--- src/sv/ultrasonic_echo_ranger_defines.svh ---
// Assertion macros shared by the ultrasonic echo ranger RTL.
`ifndef ULTRASONIC_ECHO_RANGER_DEFINES_SVH
`define ULTRASONIC_ECHO_RANGER_DEFINES_SVH
`ifndef ASSERT_OFF
// Checked only while out of reset.
`define UER_ASSERT(lbl, prop, msg) \
	lbl: assert property (@(posedge clk) disable iff (!arst_n) prop) else $error(msg);
// Checked on every edge, reset included.
`define UER_ASSERT_RST(lbl, prop, msg) \
	lbl: assert property (@(posedge clk) prop) else $error(msg);
`else
`define UER_ASSERT(lbl, prop, msg)
`define UER_ASSERT_RST(lbl, prop, msg)
`endif
`endif

--- src/sv/uer_pkg.sv ---
// Types, constants and register map of the ultrasonic echo ranger.
package uer_pkg;

	localparam int COUNT_BITS_DEF = 20;

	localparam int TRIG_W    = 10;
	localparam int SETTLE_W  = 16;
	localparam int TIMEOUT_W = 20;
	localparam int SPEED_W   = 9;
	localparam int STATUS_W  = 2;
	localparam int WIDTH_W   = 20;
	localparam int DIST_W    = 21;

	localparam int ADDR_W  = 4;
	localparam int DATA_W  = 32;
	localparam int IDX_LSB = 2;

	localparam logic [TRIG_W-1:0]    TRIG_RST    = TRIG_W'(10);
	localparam logic [SETTLE_W-1:0]  SETTLE_RST  = SETTLE_W'(100);
	localparam logic [TIMEOUT_W-1:0] TIMEOUT_RST = TIMEOUT_W'(100000);
	localparam logic [SPEED_W-1:0]   SPEED_RST   = SPEED_W'(343);

	// Distance = width * speed / 200, kept as a running quotient and remainder.
	localparam int DIV_CONST = 200;
	localparam int REM_W     = 8;
	localparam int SUM_W     = 10;
	localparam logic [DIST_W-1:0] DIST_MAX = '1;

	localparam logic [STATUS_W-1:0] ST_OK       = 2'd0;
	localparam logic [STATUS_W-1:0] ST_NO_RISE  = 2'd1;
	localparam logic [STATUS_W-1:0] ST_TOO_LONG = 2'd2;

	typedef enum logic [2:0] {
		PH_IDLE,
		PH_TRIG,
		PH_SETTLE,
		PH_RISE,
		PH_HIGH
	} phase_t;

	typedef enum logic [1:0] {
		REG_TRIGGER,
		REG_SETTLE,
		REG_TIMEOUT,
		REG_SPEED
	} reg_idx_t;

	typedef struct packed {
		logic start_req;
		logic echo;
	} uer_in_t;

	typedef struct packed {
		logic                trigger_out;
		logic                busy_res;
		logic                done_res;
		logic [STATUS_W-1:0] status;
		logic [WIDTH_W-1:0]  pulse_width;
		logic [DIST_W-1:0]   distance_centi_cm;
	} uer_out_t;

	typedef struct packed {
		logic [TRIG_W-1:0]    trigger_ticks;
		logic [SETTLE_W-1:0]  settle_ticks;
		logic [TIMEOUT_W-1:0] timeout_ticks;
		logic [SPEED_W-1:0]   sound_speed;
	} uer_cfg_t;

endpackage

--- src/sv/uer_core.sv ---
// Measurement sequencer: trigger, settle, echo timing and distance accumulation.
`include "ultrasonic_echo_ranger_defines.svh"

module uer_core import uer_pkg::*; #(
	parameter int COUNT_BITS = COUNT_BITS_DEF
) (
	input  logic     clk,
	input  logic     arst_n,
	input  logic     step,
	input  uer_in_t  item,
	input  uer_cfg_t cfg,
	output uer_out_t res
);

	localparam int LW = (COUNT_BITS > TIMEOUT_W) ? COUNT_BITS : TIMEOUT_W;
	localparam logic [SUM_W-1:0] D1 = SUM_W'(DIV_CONST);
	localparam logic [SUM_W-1:0] D2 = SUM_W'(2 * DIV_CONST);
	localparam logic [SUM_W-1:0] D3 = SUM_W'(3 * DIV_CONST);

	phase_t ph_q, ph_eff, ph_d;
	logic [COUNT_BITS-1:0] tc_q, tc_eff, tc_d, tc_inc;
	logic [DIST_W-1:0] q_q, q_d, q_base, q_acc;
	logic [REM_W-1:0] r_q, r_d, r_base, r_acc;
	logic [SUM_W-1:0] r_sum;
	logic [1:0] q_step;
	logic [DIST_W:0] q_sum;
	logic [STATUS_W-1:0] st_q, st_d;
	logic [WIDTH_W-1:0] width_q, width_d;
	logic [DIST_W-1:0] dist_q, dist_d;
	logic [TRIG_W-1:0] tlen;
	logic [LW-1:0] tc_ext;
	logic limit;
	logic trig;
	logic done;

	// First half of the tick: leave idle or settle before the active phase runs.
	always_comb begin
		ph_eff = ph_q;
		tc_eff = tc_q;
		unique case (ph_q)
			PH_IDLE: begin
				if (item.start_req) begin
					ph_eff = PH_TRIG;
					tc_eff = '0;
				end
			end
			PH_SETTLE: begin
				if (LW'(tc_q) < LW'(cfg.settle_ticks)) begin
					tc_eff = tc_q + COUNT_BITS'(1);
				end else begin
					ph_eff = PH_RISE;
					tc_eff = '0;
				end
			end
			PH_TRIG, PH_RISE, PH_HIGH: begin
			end
			default: begin
				ph_eff = PH_IDLE;
				tc_eff = '0;
			end
		endcase
	end

	assign tc_inc = tc_eff + COUNT_BITS'(1);
	assign tc_ext = LW'(tc_eff);
	assign limit  = (tc_ext >= LW'(cfg.timeout_ticks)) || (tc_eff == '1);
	assign tlen   = (cfg.trigger_ticks == '0) ? TRIG_W'(1) : cfg.trigger_ticks;

	// One more tick of echo adds sound_speed to the remainder; at most three
	// carries into the quotient since remainder plus speed stays below 800.
	always_comb begin
		q_base = (ph_eff == PH_RISE) ? '0 : q_q;
		r_base = (ph_eff == PH_RISE) ? '0 : r_q;
		r_sum  = SUM_W'(r_base) + SUM_W'(cfg.sound_speed);
		priority if (r_sum >= D3) begin
			q_step = 2'd3;
			r_acc  = REM_W'(r_sum - D3);
		end else if (r_sum >= D2) begin
			q_step = 2'd2;
			r_acc  = REM_W'(r_sum - D2);
		end else if (r_sum >= D1) begin
			q_step = 2'd1;
			r_acc  = REM_W'(r_sum - D1);
		end else begin
			q_step = 2'd0;
			r_acc  = REM_W'(r_sum);
		end
		q_sum = {1'b0, q_base} + (DIST_W + 1)'(q_step);
		q_acc = q_sum[DIST_W] ? DIST_MAX : q_sum[DIST_W-1:0];
	end

	// Second half of the tick: the active phase.
	always_comb begin
		ph_d    = ph_eff;
		tc_d    = tc_eff;
		q_d     = q_q;
		r_d     = r_q;
		st_d    = st_q;
		width_d = width_q;
		dist_d  = dist_q;
		trig    = 1'b0;
		done    = 1'b0;
		unique case (ph_eff)
			PH_TRIG: begin
				trig = 1'b1;
				if (LW'(tc_inc) >= LW'(tlen)) begin
					ph_d = PH_SETTLE;
					tc_d = '0;
				end else begin
					tc_d = tc_inc;
				end
			end
			PH_RISE: begin
				if (item.echo) begin
					ph_d = PH_HIGH;
					tc_d = COUNT_BITS'(1);
					q_d  = q_acc;
					r_d  = r_acc;
				end else if (limit) begin
					ph_d    = PH_IDLE;
					tc_d    = '0;
					st_d    = ST_NO_RISE;
					width_d = '0;
					dist_d  = '0;
					done    = 1'b1;
				end else begin
					tc_d = tc_inc;
				end
			end
			PH_HIGH: begin
				if (!item.echo) begin
					ph_d    = PH_IDLE;
					tc_d    = '0;
					st_d    = ST_OK;
					width_d = tc_ext[WIDTH_W-1:0];
					dist_d  = q_q;
					done    = 1'b1;
				end else if (limit) begin
					ph_d    = PH_IDLE;
					tc_d    = '0;
					st_d    = ST_TOO_LONG;
					width_d = '0;
					dist_d  = '0;
					done    = 1'b1;
				end else begin
					tc_d = tc_inc;
					q_d  = q_acc;
					r_d  = r_acc;
				end
			end
			PH_IDLE, PH_SETTLE: begin
			end
			default: begin
				ph_d = PH_IDLE;
				tc_d = '0;
			end
		endcase
	end

	always_ff @(posedge clk or negedge arst_n) begin
		if (!arst_n) begin
			ph_q    <= PH_IDLE;
			tc_q    <= '0;
			q_q     <= '0;
			r_q     <= '0;
			st_q    <= ST_OK;
			width_q <= '0;
			dist_q  <= '0;
		end else if (step) begin
			ph_q    <= ph_d;
			tc_q    <= tc_d;
			q_q     <= q_d;
			r_q     <= r_d;
			st_q    <= st_d;
			width_q <= width_d;
			dist_q  <= dist_d;
		end
	end

	assign res.trigger_out       = trig;
	assign res.busy_res          = (ph_d != PH_IDLE);
	assign res.done_res          = done;
	assign res.status            = st_d;
	assign res.pulse_width       = width_d;
	assign res.distance_centi_cm = dist_d;

	`UER_ASSERT(a_done_idle, (step && res.done_res) |-> !res.busy_res, "finish left busy set")
	`UER_ASSERT(a_high_nonzero, (ph_q == PH_HIGH) |-> (tc_q != '0), "echo high with zero count")
	`UER_ASSERT(a_timeout_clear, (step && res.done_res && res.status != ST_OK) |=> (width_q == '0 && dist_q == '0), "timeout kept stale width or distance")

endmodule

--- src/sv/ultrasonic_echo_ranger.sv ---
// Top level of the ultrasonic echo ranger: tick channel, result channel, APB registers.
//
//   channel   direction  handshake                 payload
//   in        to block   in_valid / in_stall       in_data  (uer_in_t: start_req, echo)
//   out       from block out_valid / out_stall     out_data (uer_out_t: six result fields)
//   cfg       to block   psel/penable/pwrite/pready paddr, pwdata, prdata (32-bit APB)
//
// Every accepted tick gives exactly one result transfer: it waits in the input register,
// then passes through the sequencer logic into the result register.
// A tick may be accepted in every cycle while in_stall is low; the rate is set by the
// per-tick update of the phase and counter registers in uer_core.
// Reset puts the registers at their defaults, the sequencer idle and the held
// status, width and distance at zero; there is no clearing pass.
// While out_stall holds the result register, the input register keeps its tick and
// in_stall rises once both are full.
`include "ultrasonic_echo_ranger_defines.svh"

module ultrasonic_echo_ranger import uer_pkg::*; #(
	parameter int COUNT_BITS = COUNT_BITS_DEF
) (
	input  logic              clk,
	input  logic              arst_n,
	input  logic              in_valid,
	output logic              in_stall,
	input  uer_in_t           in_data,
	output logic              out_valid,
	input  logic              out_stall,
	output uer_out_t          out_data,
	input  logic              psel,
	input  logic              penable,
	input  logic              pwrite,
	input  logic [ADDR_W-1:0] paddr,
	input  logic [DATA_W-1:0] pwdata,
	output logic [DATA_W-1:0] prdata,
	output logic              pready
);

	// Config registers. Software must write them only while no measurement runs; unchecked.
	logic [TRIG_W-1:0]    trig_q;
	logic [SETTLE_W-1:0]  settle_q;
	logic [TIMEOUT_W-1:0] timeout_q;
	logic [SPEED_W-1:0]   speed_q;
	logic                 wr_en;
	reg_idx_t             reg_idx;
	uer_cfg_t             cfg;

	// Input register and result register.
	logic     valid_s1;
	uer_in_t  item_s1;
	logic     out_valid_s2;
	uer_out_t res_s2;
	uer_out_t res;
	logic     adv;

	assign pready  = 1'b1;
	assign reg_idx = reg_idx_t'(paddr[ADDR_W-1:IDX_LSB]);
	assign wr_en   = psel && penable && pwrite;

	always_ff @(posedge clk or negedge arst_n) begin
		if (!arst_n) begin
			trig_q    <= TRIG_RST;
			settle_q  <= SETTLE_RST;
			timeout_q <= TIMEOUT_RST;
			speed_q   <= SPEED_RST;
		end else if (wr_en) begin
			unique case (reg_idx)
				REG_TRIGGER: trig_q    <= pwdata[TRIG_W-1:0];
				REG_SETTLE:  settle_q  <= pwdata[SETTLE_W-1:0];
				REG_TIMEOUT: timeout_q <= pwdata[TIMEOUT_W-1:0];
				REG_SPEED:   speed_q   <= pwdata[SPEED_W-1:0];
			endcase
		end
	end

	always_comb begin
		unique case (reg_idx)
			REG_TRIGGER: prdata = DATA_W'(trig_q);
			REG_SETTLE:  prdata = DATA_W'(settle_q);
			REG_TIMEOUT: prdata = DATA_W'(timeout_q);
			REG_SPEED:   prdata = DATA_W'(speed_q);
		endcase
	end

	assign cfg.trigger_ticks = trig_q;
	assign cfg.settle_ticks  = settle_q;
	assign cfg.timeout_ticks = timeout_q;
	assign cfg.sound_speed   = speed_q;

	// The held tick moves on whenever the result register is empty or being drained.
	assign adv      = valid_s1 && (!out_valid_s2 || !out_stall);
	assign in_stall = valid_s1 && out_valid_s2 && out_stall;

	always_ff @(posedge clk or negedge arst_n) begin
		if (!arst_n) begin
			valid_s1 <= 1'b0;
		end else if (!valid_s1 || adv) begin
			valid_s1 <= in_valid;
		end
	end

	always_ff @(posedge clk) begin
		if (in_valid && !in_stall) begin
			item_s1 <= in_data;
		end
	end

	uer_core #(
		.COUNT_BITS(COUNT_BITS)
	) u_core (
		.clk   (clk),
		.arst_n(arst_n),
		.step  (adv),
		.item  (item_s1),
		.cfg   (cfg),
		.res   (res)
	);

	always_ff @(posedge clk or negedge arst_n) begin
		if (!arst_n) begin
			out_valid_s2 <= 1'b0;
		end else if (!out_valid_s2 || !out_stall) begin
			out_valid_s2 <= valid_s1;
		end
	end

	always_ff @(posedge clk) begin
		if (adv) begin
			res_s2 <= res;
		end
	end

	assign out_valid = out_valid_s2;
	assign out_data  = res_s2;

	`UER_ASSERT(a_adv_fills, adv |=> out_valid_s2, "advanced tick did not reach the result register")
	`UER_ASSERT(a_cfg_trig, (wr_en && reg_idx == REG_TRIGGER) |=> (trig_q == $past(pwdata[TRIG_W-1:0])), "trigger length write lost")
	`UER_ASSERT_RST(a_reset_quiet, !arst_n |-> (!out_valid && !in_stall), "channel active during reset")

endmodule
--- config.mk ---
export PLATFORM = sky130hd
export DESIGN_NAME = ultrasonic_echo_ranger
export DESIGN_NICKNAME = d
export VERILOG_FILES = /design/src/sv/uer_pkg.sv /design/src/sv/uer_core.sv /design/src/sv/ultrasonic_echo_ranger.sv
export VERILOG_INCLUDE_DIRS = /design/src /design/src/sv
export SDC_FILE = /design/constraint.sdc
export NUM_CORES = 1
export LEC_CHECK = 0
export BUFFER_PORTS_ARGS = -buffer_cell sky130_fd_sc_hd__buf_4
export CORE_ASPECT_RATIO = 1.1
export CORE_MARGIN = 2
export CORE_UTILIZATION = 47
export DETAILED_ROUTE_END_ITERATION = 10
export PLACE_DENSITY = 0.66
export SYNTH_ARGS = -nofsm -noshare
export SYNTH_HDL_FRONTEND = slang
export SYNTH_HIERARCHICAL = 1
export SYNTH_SLANG_ARGS = --single-unit
--- constraint.sdc ---
create_clock -name clk -period 17.1 [get_ports clk]
set_clock_uncertainty 0.2 [all_clocks]
set_input_delay 2.565 -clock clk [delete_from_list [all_inputs] [get_ports clk]]
set_output_delay 2.565 -clock clk [all_outputs]
set_load 0.01 [all_outputs]
# == Yosys cells after proc, flatten, opt, wreduce, memory -nomap -nowiden ==
# Index checks and enable logic that the tools add are counted.
# classes
addsub,7
n_lt_le_gt_ge,6
n_eq_ne,15
muxes,53
n_reduce_logical,26
# op_table
op,count
20-bit 2-to-1 mux,9
21-bit 2-to-1 mux,8
32-bit one-hot mux with 4 select lines,1
21-bit one-hot mux with 2 select lines,2
20-bit one-hot mux with 4 select lines,1
20-bit one-hot mux with 3 select lines,1
8-bit 2-to-1 mux,7
20-bit by 1-bit adder with 20-bit output (second input constant),2
20-bit one-hot mux with 2 select lines,1
21-bit by 2-bit adder with 22-bit output,1
20-bit == test (second input constant),1
20-bit by 10-bit >= comparator with 1-bit output,1
20-bit >= comparator,1
20-bit by 16-bit less-than comparator with 1-bit output,1
3-bit 2-to-1 mux,6
8-bit one-hot mux with 2 select lines,1
8-bit subtractor (second input constant),2
3-bit by 2-bit == test with 1-bit output (second input constant),4
2-bit 2-to-1 mux,6
3-bit one-hot mux with 4 select lines,1
8-bit by 9-bit adder with 10-bit output,1
10-bit >= comparator (second input constant),1
10-bit by 8-bit >= comparator with 1-bit output (second input constant),1
10-bit by 9-bit >= comparator with 1-bit output (second input constant),1
23 further kinds,46
# totals
register_bits,200
elab_cells,128

# == Logic depth before layout (Yosys ltp) ==
# Gate-level depths: netlist of run 1.
# logic_depth
word_depth,15
ltp_mapped,33

# == Modules after synthesis ==
# The synthesis of run 1 kept the hierarchy.
# by_module_without_submodules
mod,instances,cells_each,area_per_inst_um2,seq_area_each_um2
uer_core,1,1013,8069.0,2377.3
ultrasonic_echo_ranger,1,219,4124.0,2889.0

# == Worst setup path after synthesis of run 1 ==
# Ideal clock, no wire load.
# synth_path
path_kind,input port to flip-flop
start,in out_stall
end,reg u_core.tc_q[13]
setup_time_ns,0.095
t_arrival_ns,7.715
required_time_ns,16.805
path_slack_ns,9.089
cell_stages,7
path_buffers,2
path_cell_list,a21boi_0 > clkbuf_1 > inv_1 > clkbuf_1 > nor4_1 > a22oi_1 > o31ai_1
# synth_between
elab_chain_len,3
# synth_lines
item,line,text
from (decl),ultrasonic_echo_ranger.sv:27,"input logic out_stall,"
1-bit logical NOT,ultrasonic_echo_ranger.sv:90,assign adv = valid_s1 && (!out_valid_s2 || !out_stall);
1-bit logical OR,ultrasonic_echo_ranger.sv:90,
1-bit logical AND,ultrasonic_echo_ranger.sv:90,
to (signal assigned),uer_core.sv:171,tc_q <= tc_d;
to (decl),uer_core.sv:21,"logic [COUNT_BITS-1:0] tc_q, tc_eff, tc_d, tc_inc;"
# Every way passes these cells.
# A chain may end at the register's enable or synchronous reset.

# == Worst setup path after layout of run 1 ==
# layout_path
start,reg u_core.tc_q[7]
end,reg u_core.q_q[5]
# layout_between
elab_chain_len,15
word_cells_on_any_way,32
cone_classes,3 x add/sub; 5 x order compare; 6 x eq/ne; 15 x mux; 3 x reduce/logical
# layout_lines
item,line,text
20-bit by 16-bit less-than comparator with 1-bit output,uer_core.sv:48,if (LW'(tc_q) < LW'(cfg.settle_ticks)) begin
3-bit 2-to-1 mux,uer_core.sv:48,
3-bit one-hot mux with 3 select lines,uer_core.sv:40,unique case (ph_q)
3-bit by 2-bit == test with 1-bit output,"uer_core.sv:72, uer_core.sv:73, uer_core.sv:103",
8-bit 2-to-1 mux,uer_core.sv:73,r_base = (ph_eff == PH_RISE) ? '0 : r_q;
8-bit by 9-bit adder with 10-bit output,uer_core.sv:74,r_sum = SUM_W'(r_base) + SUM_W'(cfg.sound_speed);
10-bit by 8-bit >= comparator with 1-bit output,uer_core.sv:81,end else if (r_sum >= D1) begin
1-bit 2-to-1 mux,uer_core.sv:81,
2-bit 2-to-1 mux,uer_core.sv:78,end else if (r_sum >= D2) begin
2-bit 2-to-1 mux,uer_core.sv:75,priority if (r_sum >= D3) begin
21-bit by 2-bit adder with 22-bit output,uer_core.sv:88,"q_sum = {1'b0, q_base} + (DIST_W + 1)'(q_step);"
21-bit 2-to-1 mux,uer_core.sv:89,q_acc = q_sum[DIST_W] ? DIST_MAX : q_sum[DIST_W-1:0];
21-bit 2-to-1 mux,uer_core.sv:138,end else if (limit) begin
21-bit 2-to-1 mux,uer_core.sv:131,if (!item.echo) begin
21-bit one-hot mux with 2 select lines,uer_core.sv:103,unique case (ph_eff)
to (signal assigned),uer_core.sv:172,q_q <= q_d;
to (decl),uer_core.sv:22,"logic [DIST_W-1:0] q_q, q_d, q_base, q_acc;"
# Several ways; a longest one is shown, not always the timed one. The select of a mux whose other input is x is not followed.

==> metrics.log, run 1 <==
[metrics] # fillers: 2285
[metrics] number of resized instances in the post-cts repair step: 0
[metrics] Sinks on Clock Net: 200
[metrics] routability-driven placement congestion ratio: 0.8952
[metrics] routed vias: 9680
[metrics] core area: 25420 µm²
[metrics] max-cap check violation count: 0
[metrics] Yosys reg bits: 200
[metrics] cell count after placement: 1615
[metrics] number of nets in the layout: 1395
[metrics] top cell type by total area after synthesis: dfrtp_1
[metrics] ratio of cells with drive above 1 in the final layout: 20.06%
[metrics] Area growth syn-to-layout: 12.12%
[metrics] arrival time of data at the critical path endpoint: 8.11 ns
[metrics] WL final: 31140 µm
[metrics] endpoint with the worst hold slack: u_core/r_q[1]
[metrics] cell with the largest stage delay on the worst path: nor2_1
[metrics] Min-Delay Path Class: flop to flop
[metrics] Tot Pwr: 1.771 mW
[metrics] Max-slew headroom: 26.24%
[metrics] crit path kind: flop to flop
[metrics] number of hold violations in the final report: 0
[metrics] share of synthesized flip-flops with an asynchronous set or reset: 76.00%
[metrics] xor and xnor area share after synthesis: 2.155%
[metrics] vias in the first global route: 9144
[metrics] global-route wire length before repair: 49660 µm
[metrics] cts bufs inserted: 17
[metrics] final setup vio count: 0
[metrics] RR Startpoint: u_core/tc_q[7]
[metrics] unique cell type count in the Yosys netlist: 95
[metrics] worst reg2reg path endpoint: u_core/q_q[5]
[metrics] Global Route Usage Sum: 23.08%
[metrics] main combinational cell family by area after synthesis: compound AO/OA/AOI/OAI gates
[metrics] fraction of post-synthesis cell area in the top cell type by area: 27.71%
[metrics] die area: 27250 µm²
[metrics] number of synthesized flops with an enable pin: 48
[metrics] mean area per synthesized cell: 9.897 µm²
[metrics] slack of the worst reg-to-reg path: 9.16 ns
[metrics] number of slew-limit violations in the final report: 0
[metrics] post-CTS setup-driven buffer insertion count: 0
[metrics] Antenna Cells: 0
[metrics] io pins: 126
[metrics] number of rows in the core area: 61
[metrics] area share of fa/ha/maj cells after synthesis: 6.485%
[metrics] Most used DFF post-synth: dfrtp_1
[metrics] post-detailed-route DRC marker count: 0
[metrics] Worst EP required: 17.27 ns
[metrics] startpoint type of the worst setup path: flop
[metrics] final period utilization: 46.41%
[metrics] initial antenna violation count: 1
[metrics] CTS tree: yes
[metrics] Avg Vias per Cell: 5.877
[metrics] remaining global-route overflow: 0
[metrics] count of buffers inserted at the top-level ports: 98
[metrics] vertical die dimension: 172.9 µm
[metrics] cell depth of the worst min-delay path: 2
[metrics] Clock Latency Late Sink: 0.44 ns
[metrics] worst reg-to-reg path cell count: 28
[metrics] origin of the worst min-delay path: u_core/r_q[1]
[metrics] Final Instance Count excl. Fillers: 1647
[metrics] initial drt markers: 800
[metrics] half-perimeter wire length after placement: 21820 µm
[metrics] leakage dissipation: 5.993 nW
[metrics] x dimension of the die: 157.6 µm
[metrics] routed len/inst: 18.91 µm
[metrics] Root Buffer: clkbuf_16
[metrics] pin count of the biggest net entering global routing: 80
[metrics] synthesis warning total: 6
[metrics] peak fanout along the critical path: 34
[metrics] mux cell area share after synthesis: 7.399%
[metrics] compound-cell area share of the yosys netlist: 19.74%
[metrics] H-tree Lvls: 4
[metrics] final critical path time including I/O delays and setup: 7.935 ns
[metrics] hold slack: 0.2679 ns
[metrics] setup total negative slack: 0 ns
[metrics] cell area after synthesis: 12190 µm²
[metrics] drt pass-1 iters: 5
[metrics] slowest cell delay on critical path: 0.79 ns
[metrics] Area contributors post-synth: dfrtp_1, edfxtp_1, ha_1
[metrics] number of cells produced by synthesis: 1232
[metrics] setup repair after global routing missed its margin: no
[metrics] Max Clk Rate: 0.1260 GHz
[metrics] status: complete, no violations
[metrics] starting density of the core: 47.97%
[metrics] power density over the cells: 129.5 nW/µm²
[metrics] maximum buffer depth of the clock tree: 2
[metrics] post-synthesis sequential area ratio: 43.19%
[metrics] Worst-path clk slew: 0.08 ns
[metrics] most frequent cell on the critical path: nand2_1
[metrics] number of buffers inserted by hold repair at cts: 0
[metrics] element type at the critical path end: flop
[metrics] remaining antenna violation count after routing: 0
[metrics] worst slew pin tran: 1.104 ns
[metrics] simple logic cell fraction of the synthesized area: 14.94%
[metrics] peak ir drop on the vdd network: 0.08965 mV
## metrics by stage
stage | worst slack, ns | util, % | cell area [µm²]
after detailed placement | 9.381 | 51.44 | 13070
after global placement | 9.465 | 51.44 | 13070
final | 9.165 | 53.79 | 13670
after global routing | 8.469 | 53.79 | 13670
after floorplan | 9.089 | - | 12230
after CTS | 9.302 | 53.79 | 13670
## worst max-delay path: cells and delay by family, from the launching register on
kind / cells / cell delay (ns)
compound gates: 11 / 2.59
simple gates: 11 / 2.51
fa+ha+maj: 4 / 1.23
flops: 1 / 0.51
xor+xnor: 1 / 0.40
buf+inv: 1 / 0.37
## flip-flops by register name (all words and copies together) (netlist names)
register        count
u_core/r_q          8
timeout_q          20
out_valid           1
u_core/ph_q         3
u_core/tc_q        20
settle_q           16
u_core/width_q     20
out_data           46
trig_q             10
u_core/st_q         2
item_s1             2
speed_q             9
u_core/q_q         21
u_core/dist_q      21
valid_s1            1
## per-layer routing
metal  GRT usage (%)  vias up  part of all wire, %
met3           2.982       46                  4.9
met4           6.894        0                  2.1
met5               0        -                    0
met2           36.46      267                   47
li1                -     4590                    -
met1           33.20     4777                   46
## synthesized netlist by cell type, drive strengths merged, types with 13 or more instances
library cell / n
o21ai: 101
xnor2: 23
nor3: 27
inv: 74
nand2: 124
and2: 15
nand3: 32
a21oi: 55
a22o: 56
nor2b: 18
a21o: 19
edfxtp: 48
clkbuf: 45
a31oi: 20
nor2: 75
nand4: 13
ha: 60
buf: 38
nand2b: 16
dfrtp: 135
dfstp: 17
mux2: 57
## cell families after synthesis
family	Yosys count
AOI/OAI and AO/OA	346
xor gates and xnor gates	30
adders and majority gates	62
buffers and inverters	158
DFF	200
muxes	68
other	2
and+or+nand+nor	366
## worst max-delay path by stage
stage	end	slack, ns	from	depth (start not counted)
after floorplan	u_core/tc_q[13]	9.09	out_stall	7
after global placement	u_core/q_q[16]	9.47	u_core/tc_q[7]	28
after detailed placement	u_core/q_q[5]	9.38	u_core/tc_q[7]	28
after CTS	u_core/q_q[5]	9.30	u_core/tc_q[7]	28
after global routing	u_core/q_q[5]	8.47	u_core/tc_q[7]	28
final	u_core/q_q[5]	9.16	u_core/tc_q[7]	28
## placed cells by master (no fill, tap or decap), types with 6 or more instances in the layout
master / instances
ha_1: 60
a21o_1: 19
buf_4: 108
a22oi_1: 9
and3_1: 11
o21a_1: 10
xor2_1: 7
and2_1: 14
dfstp_2: 17
mux2_4: 10
nand4_1: 12
clkbuf_16: 17
a22o_1: 56
a31oi_1: 19
mux2_2: 47
o211ai_1: 6
nand3_1: 31
nor3_1: 27
nand2_1: 123
o21ai_0: 72
mux4_2: 9
nor4_1: 7
xnor2_1: 23
dfrtp_1: 135
o2111ai_1: 8
inv_1: 73
edfxtp_1: 48
nor2_1: 72
o21ai_1: 25
nand2b_1: 15
a21oi_1: 54
nor2b_1: 18
conb_1: 13
## final cells by class
class                      instances  area [µm²]  area share [%]
clock inverter                    13       163.9           1.199
multi-input combinational        885        6271           45.87
timing repair buffer             109       822.0           6.013
tap                              346       432.9           3.167
sequential                       200        5266           38.52
clock buffer                      19       432.9           3.167
inverter                          75       281.5           2.059
## report_power, final
group	switching, mW	internal (mW)
Combinational	0.424	0.294
Sequential	0.0671	0.571
Clock	0.204	0.210
Note: power is estimated with default switching activity, not from simulation.
==> inputs of run 2 (changes only) <==
--- a/config.mk
+++ b/config.mk
@@ -6,12 +6,13 @@
 export SDC_FILE = /design/constraint.sdc
 export NUM_CORES = 1
 export LEC_CHECK = 0
+export ABC_AREA = 1
 export BUFFER_PORTS_ARGS = -buffer_cell sky130_fd_sc_hd__buf_4
 export CORE_ASPECT_RATIO = 1.1
 export CORE_MARGIN = 2
 export CORE_UTILIZATION = 47
 export DETAILED_ROUTE_END_ITERATION = 10
-export PLACE_DENSITY = 0.66
+export PLACE_DENSITY = 0.68
 export SYNTH_ARGS = -nofsm -noshare
 export SYNTH_HDL_FRONTEND = slang
 export SYNTH_HIERARCHICAL = 1
==> constraint.sdc (replaced) <==
create_clock -name clk -period 6.57 [get_ports clk]
set_clock_uncertainty 0.2 [all_clocks]
set_input_delay 0.9855 -clock clk [delete_from_list [all_inputs] [get_ports clk]]
set_output_delay 0.9855 -clock clk [all_outputs]
set_load 0.01 [all_outputs]
==> metrics.log, run 2 <==
[metrics] final period utilization: 89.95%
[metrics] most frequent cell on the critical path: nand2_1
[metrics] cell count after placement: 2230
[metrics] maximum buffer depth of the clock tree: 2
[metrics] cell with the largest stage delay on the worst path: dfstp_2
[metrics] Area contributors post-synth: dfrtp_1, nand2_1, edfxtp_1
[metrics] area share of fa/ha/maj cells after synthesis: 5.846%
[metrics] share of synthesized flip-flops with an asynchronous set or reset: 76.00%
[metrics] Post-Place Setup Slack: 0.5890 ns
[metrics] Sinks on Clock Net: 200
[metrics] peak fanout along the critical path: 7
[metrics] worst path setup slack after routing: 0.6600 ns
[metrics] WL final: 35480 µm
[metrics] most numerous cell in the Yosys netlist: nand2_1
[metrics] arrival time of data at the critical path endpoint: 6.04 ns
[metrics] crit-path leading delay family: simple AND/OR/NAND/NOR gates
[metrics] flip-flop count of the largest register after layout: 46
[metrics] setup total negative slack: 0 ns
[metrics] max-cap check violation count: 0
[metrics] number of synthesized flops with an enable pin: 48
[metrics] routability-driven placement congestion ratio: 0.9279
[metrics] io pins: 126
[metrics] remaining antenna violation count after routing: 0
[metrics] starting density of the core: 47.52%
[metrics] drt pass-1 iters: 7
[metrics] routed vias: 11903
[metrics] main combinational cell family by area after synthesis: simple AND/OR/NAND/NOR gates
[metrics] post-detailed-route DRC marker count: 0
[metrics] Clock Latency Late Sink: 0.46 ns
[metrics] Max Clk Rate: 0.1692 GHz
[metrics] hold slack: 0.2716 ns
[metrics] mux cell area share after synthesis: 0%
[metrics] remaining global-route overflow: 0
[metrics] half-perimeter wire length after placement: 25780 µm
[metrics] initial antenna violation count: 0
[metrics] H-tree Lvls: 4
[metrics] Worst-path clk slew: 0.08 ns
[metrics] worst slew pin tran: 0.9224 ns
[metrics] synthesis warning total: 6
[metrics] power density over the cells: 344.8 nW/µm²
[metrics] post-synthesis sequential area ratio: 38.93%
[metrics] setup repair after global routing missed its margin: no
[metrics] number of hold violations in the final report: 0
[metrics] number of rows in the core area: 65
[metrics] routed len/inst: 15.68 µm
[metrics] # fillers: 2756
[metrics] startpoint type of the worst setup path: flop
[metrics] slowest cell delay on critical path: 0.55 ns
[metrics] xor and xnor area share after synthesis: 1.619%
[metrics] pin count of the biggest net entering global routing: 164
[metrics] Final Instance Count excl. Fillers: 2262
[metrics] number of buffers inserted by hold repair at cts: 0
[metrics] initial drt markers: 1053
[metrics] number of resized instances in the post-cts repair step: 0
[metrics] element type at the critical path end: flop
[metrics] Antenna Cells: 0
[metrics] mean area per synthesized cell: 7.457 µm²
[metrics] fraction of post-synthesis cell area in the top cell type by area: 24.97%
[metrics] core area: 28460 µm²
[metrics] path length in cells of the critical path: 40
[metrics] Max-slew headroom: 38.50%
[metrics] number of slew-limit violations in the final report: 0
[metrics] CTS tree: yes
[metrics] crit path kind: flop to flop
[metrics] Avg Vias per Cell: 5.262
[metrics] final critical path time including I/O delays and setup: 5.910 ns
[metrics] post-CTS setup-driven buffer insertion count: 0
[metrics] status: complete, no violations
[metrics] Area growth syn-to-layout: 11.36%
[metrics] ranking of synthesized cells by instance count: nand2_1, inv_1, nor2_1
[metrics] Yosys reg bits: 200
[metrics] peak ir drop on the vdd network: 0.1682 mV
[metrics] x dimension of the die: 165.8 µm
[metrics] most common cell after layout, fill and taps aside: nand2_1
[metrics] cell depth of the worst min-delay path: 2
[metrics] compound-cell area share of the yosys netlist: 11.38%
[metrics] top cell type by total area after synthesis: dfrtp_1
[metrics] count of buffers inserted at the top-level ports: 98
[metrics] leakage dissipation: 7.270 nW
[metrics] ratio of cells with drive above 1 in the final layout: 16.47%
[metrics] cts bufs inserted: 17
[metrics] simple logic cell fraction of the synthesized area: 31.17%
[metrics] cell area after synthesis: 13530 µm²
[metrics] Root Buffer: clkbuf_16
[metrics] final setup vio count: 0
[metrics] Most used DFF post-synth: dfrtp_1
[metrics] number of buffers and inverters on the critical path: 6
[metrics] number of cells produced by synthesis: 1814
[metrics] most frequent cells in the layout: nand2_1, inv_1, nor2_1
[metrics] unique cell type count in the Yosys netlist: 50
[metrics] Worst EP required: 6.70 ns
[metrics] global-route wire length before repair: 57820 µm
[metrics] worst reg-to-reg path cell count: 40
[metrics] vertical die dimension: 181.9 µm
[metrics] Min-Delay Path Class: flop to flop
[metrics] Global Route Usage Sum: 23.73%
[metrics] die area: 30150 µm²
[metrics] number of nets in the layout: 1988
[metrics] vias in the first global route: 11223
run 2: changes by cell type after synthesis, moves of 20 or more:
cell | previous run | this run
clkbuf_1 | 45 | 16
mux2_2 | 47 | 0
o22ai_2 | 0 | 39
nand4_1 | 12 | 44
a22o_1 | 56 | 0
nor3_1 | 27 | 6
inv_1 | 73 | 240
nand2_1 | 123 | 520
inv_2 | 1 | 21
nand2_2 | 1 | 32
nor2_1 | 74 | 155
nand3_1 | 31 | 134
run 2: per-stage QoR:
stage | power, mW | util, % | cell area, µm²
after floorplan | 3.428 | - | 13570
after global placement | 3.981 | 50.63 | 14410
after detailed placement | 4.039 | 50.63 | 14410
after CTS | 5.192 | 52.89 | 15050
after global routing | 5.616 | 52.92 | 15060
final | 5.193 | 52.92 | 15060
run 2: report_power, final:
group	internal (mW)	switching, mW
Sequential	1.58	0.163
Combinational	0.804	1.52
Clock	0.562	0.574
run 2: final timing paths:
path / startpoint / endpoint / slack (ns)
hold / removal: timeout_q[10] / timeout_q[10] / 0.27
setup reg to reg: settle_q[5] / u_core/q_q[12] / 0.66
min in group asynchronous: arst_n / u_core/dist_q[14] / 0.38
max in group asynchronous: arst_n / timeout_q[14] / 4.33
hold reg to reg: timeout_q[10] / timeout_q[10] / 0.27
setup / recovery: settle_q[5] / u_core/q_q[12] / 0.66
run 2: per-layer routing:
layer | wire length [µm] | vias up | GRT usage, %
met3 | 1666 | 47 | 3.051
met2 | 16160 | 332 | 38.37
met5 | 0 | - | 0
met4 | 629 | 0 | 6.609
li1 | - | 5955 | -
met1 | 17020 | 5569 | 33.59
run 2: cell type report:
class                   instances  area (µm²)  area share, %
clock inverters                15       216.5          1.437
multi-input cells            1285        6833          45.36
inverters                     263       989.7          6.570
clock buffers                  17       425.4          2.824
repair buffers                114       872.1          5.790
flip-flops and latches        200        5266          34.96
well taps                     368       460.4          3.057
run 2: logic make-up (layout without fill, tap and decap cells):
logic type | count (synthesis) | in the layout
simple gates | 951 | 951
buf+inv | 340 | 409
compound gates | 234 | 234
flops | 200 | 200
fa+ha+maj | 62 | 62
xor+xnor | 25 | 25
other cells | 2 | 13
run 2: worst min-delay path, cell delays in order (launching register included):
cell     delay (ns)
dfstp_2        0.38
nand2_1        0.05
nand2_1        0.04
==> inputs of run 3 (changes only) <==
--- a/config.mk
+++ b/config.mk
@@ -8,9 +8,9 @@
 export LEC_CHECK = 0
 export ABC_AREA = 1
 export BUFFER_PORTS_ARGS = -buffer_cell sky130_fd_sc_hd__buf_4
-export CORE_ASPECT_RATIO = 1.1
 export CORE_MARGIN = 2
 export CORE_UTILIZATION = 47
+export CTS_CLUSTER_SIZE = 16
 export DETAILED_ROUTE_END_ITERATION = 10
 export PLACE_DENSITY = 0.68
 export SYNTH_ARGS = -nofsm -noshare
==> metrics.log, run 3 (synthesis gave the netlist of run 2 again) <==
[metrics] status: complete, no violations
[metrics] core area: 28550 µm²
[metrics] maximum buffer depth of the clock tree: 2
[metrics] most frequent cell on the critical path: nand2_1
[metrics] worst path setup slack after routing: 0.5431 ns
[metrics] number of hold violations in the final report: 0
[metrics] worst reg-to-reg path cell count: 40
[metrics] number of rows in the core area: 62
[metrics] cell count after placement: 2245
[metrics] number of slew-limit violations in the final report: 0
[metrics] Max Clk Rate: 0.1659 GHz
[metrics] arrival time of data at the critical path endpoint: 6.14 ns
[metrics] number of buffers and inverters on the critical path: 7
[metrics] Global Route Usage Sum: 24.34%
[metrics] starting density of the core: 47.38%
[metrics] routed vias: 12174
[metrics] placed standard-cell area: 14410 µm²
[metrics] max-cap check violation count: 0
[metrics] ratio of cells with drive above 1 in the final layout: 16.52%
[metrics] setup repair after global routing missed its margin: no
[metrics] vias in the first global route: 11420
[metrics] remaining global-route overflow: 0
[metrics] power density over the cells: 345.6 nW/µm²
[metrics] # fillers: 2790
[metrics] Root Buffer: clkbuf_16
[metrics] global-route met3 utilization: 4.386%
[metrics] count of buffers inserted at the top-level ports: 98
[metrics] peak-usage layer in the global routing report: met2
[metrics] most common cell after layout, fill and taps aside: nand2_1
[metrics] met2 layer usage reported by global route: 38.30%
[metrics] CTS tree: yes
[metrics] peak fanout along the critical path: 9
[metrics] die area: 30150 µm²
[metrics] Antenna Cells: 0
[metrics] initial antenna violation count: 0
[metrics] path length in cells of the critical path: 40
[metrics] pin count of the biggest net entering global routing: 105
[metrics] Worst EP required: 6.68 ns
[metrics] Final Instance Count excl. Fillers: 2279
[metrics] post-route cell area: 15080 µm²
[metrics] Worst-path clk slew: 0.08 ns
[metrics] number of nets in the layout: 1990
[metrics] flip-flop count of the largest register after layout: 46
[metrics] post-detailed-route DRC marker count: 0
[metrics] final period utilization: 91.73%
[metrics] global-route wire length before repair: 59020 µm
[metrics] slowest cell delay on critical path: 0.55 ns
[metrics] startpoint type of the worst setup path: flop
[metrics] x dimension of the die: 173.6 µm
[metrics] Max-slew headroom: 30.12%
[metrics] peak ir drop on the vdd network: 0.4634 mV
[metrics] routed len/inst: 16.03 µm
[metrics] vertical die dimension: 173.6 µm
[metrics] Area growth syn-to-layout: 11.50%
[metrics] met1 layer usage reported by global route: 34.15%
[metrics] number of buffers inserted by hold repair at cts: 0
[metrics] most frequent cells in the layout: nand2_1, inv_1, nor2_1
[metrics] drt pass-1 iters: 6
[metrics] initial drt markers: 1329
[metrics] end-of-flow core utilization: 52.83%
[metrics] final critical path time including I/O delays and setup: 6.027 ns
[metrics] crit-path leading delay family: simple AND/OR/NAND/NOR gates
[metrics] crit path kind: flop to flop
[metrics] WL final: 36520 µm
[metrics] Tot Pwr: 5.213 mW
[metrics] cell with the largest stage delay on the worst path: dfstp_2
[metrics] Min-Delay Path Class: flop to flop
[metrics] Post-Place Setup Slack: 0.3856 ns
[metrics] final setup vio count: 0
[metrics] setup total negative slack: 0 ns
[metrics] hold slack: 0.2750 ns
[metrics] Avg Vias per Cell: 5.342
[metrics] half-perimeter wire length after placement: 26850 µm
[metrics] H-tree Lvls: 4
[metrics] cts bufs inserted: 17
[metrics] cell depth of the worst min-delay path: 2
[metrics] Sinks on Clock Net: 200
[metrics] io pins: 126
[metrics] Clock Latency Late Sink: 0.45 ns
[metrics] leakage dissipation: 7.275 nW
[metrics] worst slew pin tran: 1.048 ns
[metrics] remaining antenna violation count after routing: 0
[metrics] routability-driven placement congestion ratio: 0.9425
[metrics] element type at the critical path end: flop
run 3: where the power goes:
part	switching, mW	internal [mW]	total [mW]	leakage (nW)
clock	0.534	0.588	1.12	0.306
combinational	1.54	0.804	2.34	4.58
sequential	0.175	1.58	1.75	2.39
total	2.24	2.97	5.21	7.27
run 3: worst paths after layout:
kind,slack (ns),startpoint,to
max,0.54,settle_q[6],u_core/q_q[12]
min,0.27,trig_q[1],trig_q[1]
max reg2reg,0.54,settle_q[6],u_core/q_q[12]
min reg2reg,0.27,trig_q[1],trig_q[1]
max in group asynchronous,4.46,arst_n,settle_q[12]
min in group asynchronous,0.40,arst_n,u_core/width_q[13]
run 3: layout make-up:
type / instances / area [µm²] / share of cell area [%]
clock inverter: 13 / 206.4 / 1.369
clock buffer: 18 / 429.2 / 2.846
timing repair buffer: 116 / 874.6 / 5.799
inverter: 263 / 989.7 / 6.562
sequential: 200 / 5266 / 34.92
multi-input combinational: 1285 / 6835 / 45.32
tap: 384 / 480.5 / 3.186
run 3: worst reg2reg max path: cells and delay by family (launching register included):
| kind | cells | cell delay, ns |
|---|---|---|
| simple gates | 24 | 2.42 |
| fa+ha+maj | 6 | 1.77 |
| buf+inv | 7 | 0.68 |
| flops | 1 | 0.55 |
| compound gates | 3 | 0.29 |
run 3: what timing repair did:
action                                  4_1_cts  5_1_grt
setup buffers                                 0        3
endpoints found under the setup margin        0       11
resized for setup                             0        4
run 3: routing by layer:
| layer | routed length, µm | vias up | share of wire, % |
|---|---|---|---|
| met5 | 0 | - | 0 |
| met4 | 892 | 0 | 2.4 |
| met3 | 2456 | 58 | 6.7 |
| met2 | 16700 | 470 | 46 |
| met1 | 16480 | 5689 | 45 |
| li1 | - | 5957 | - |
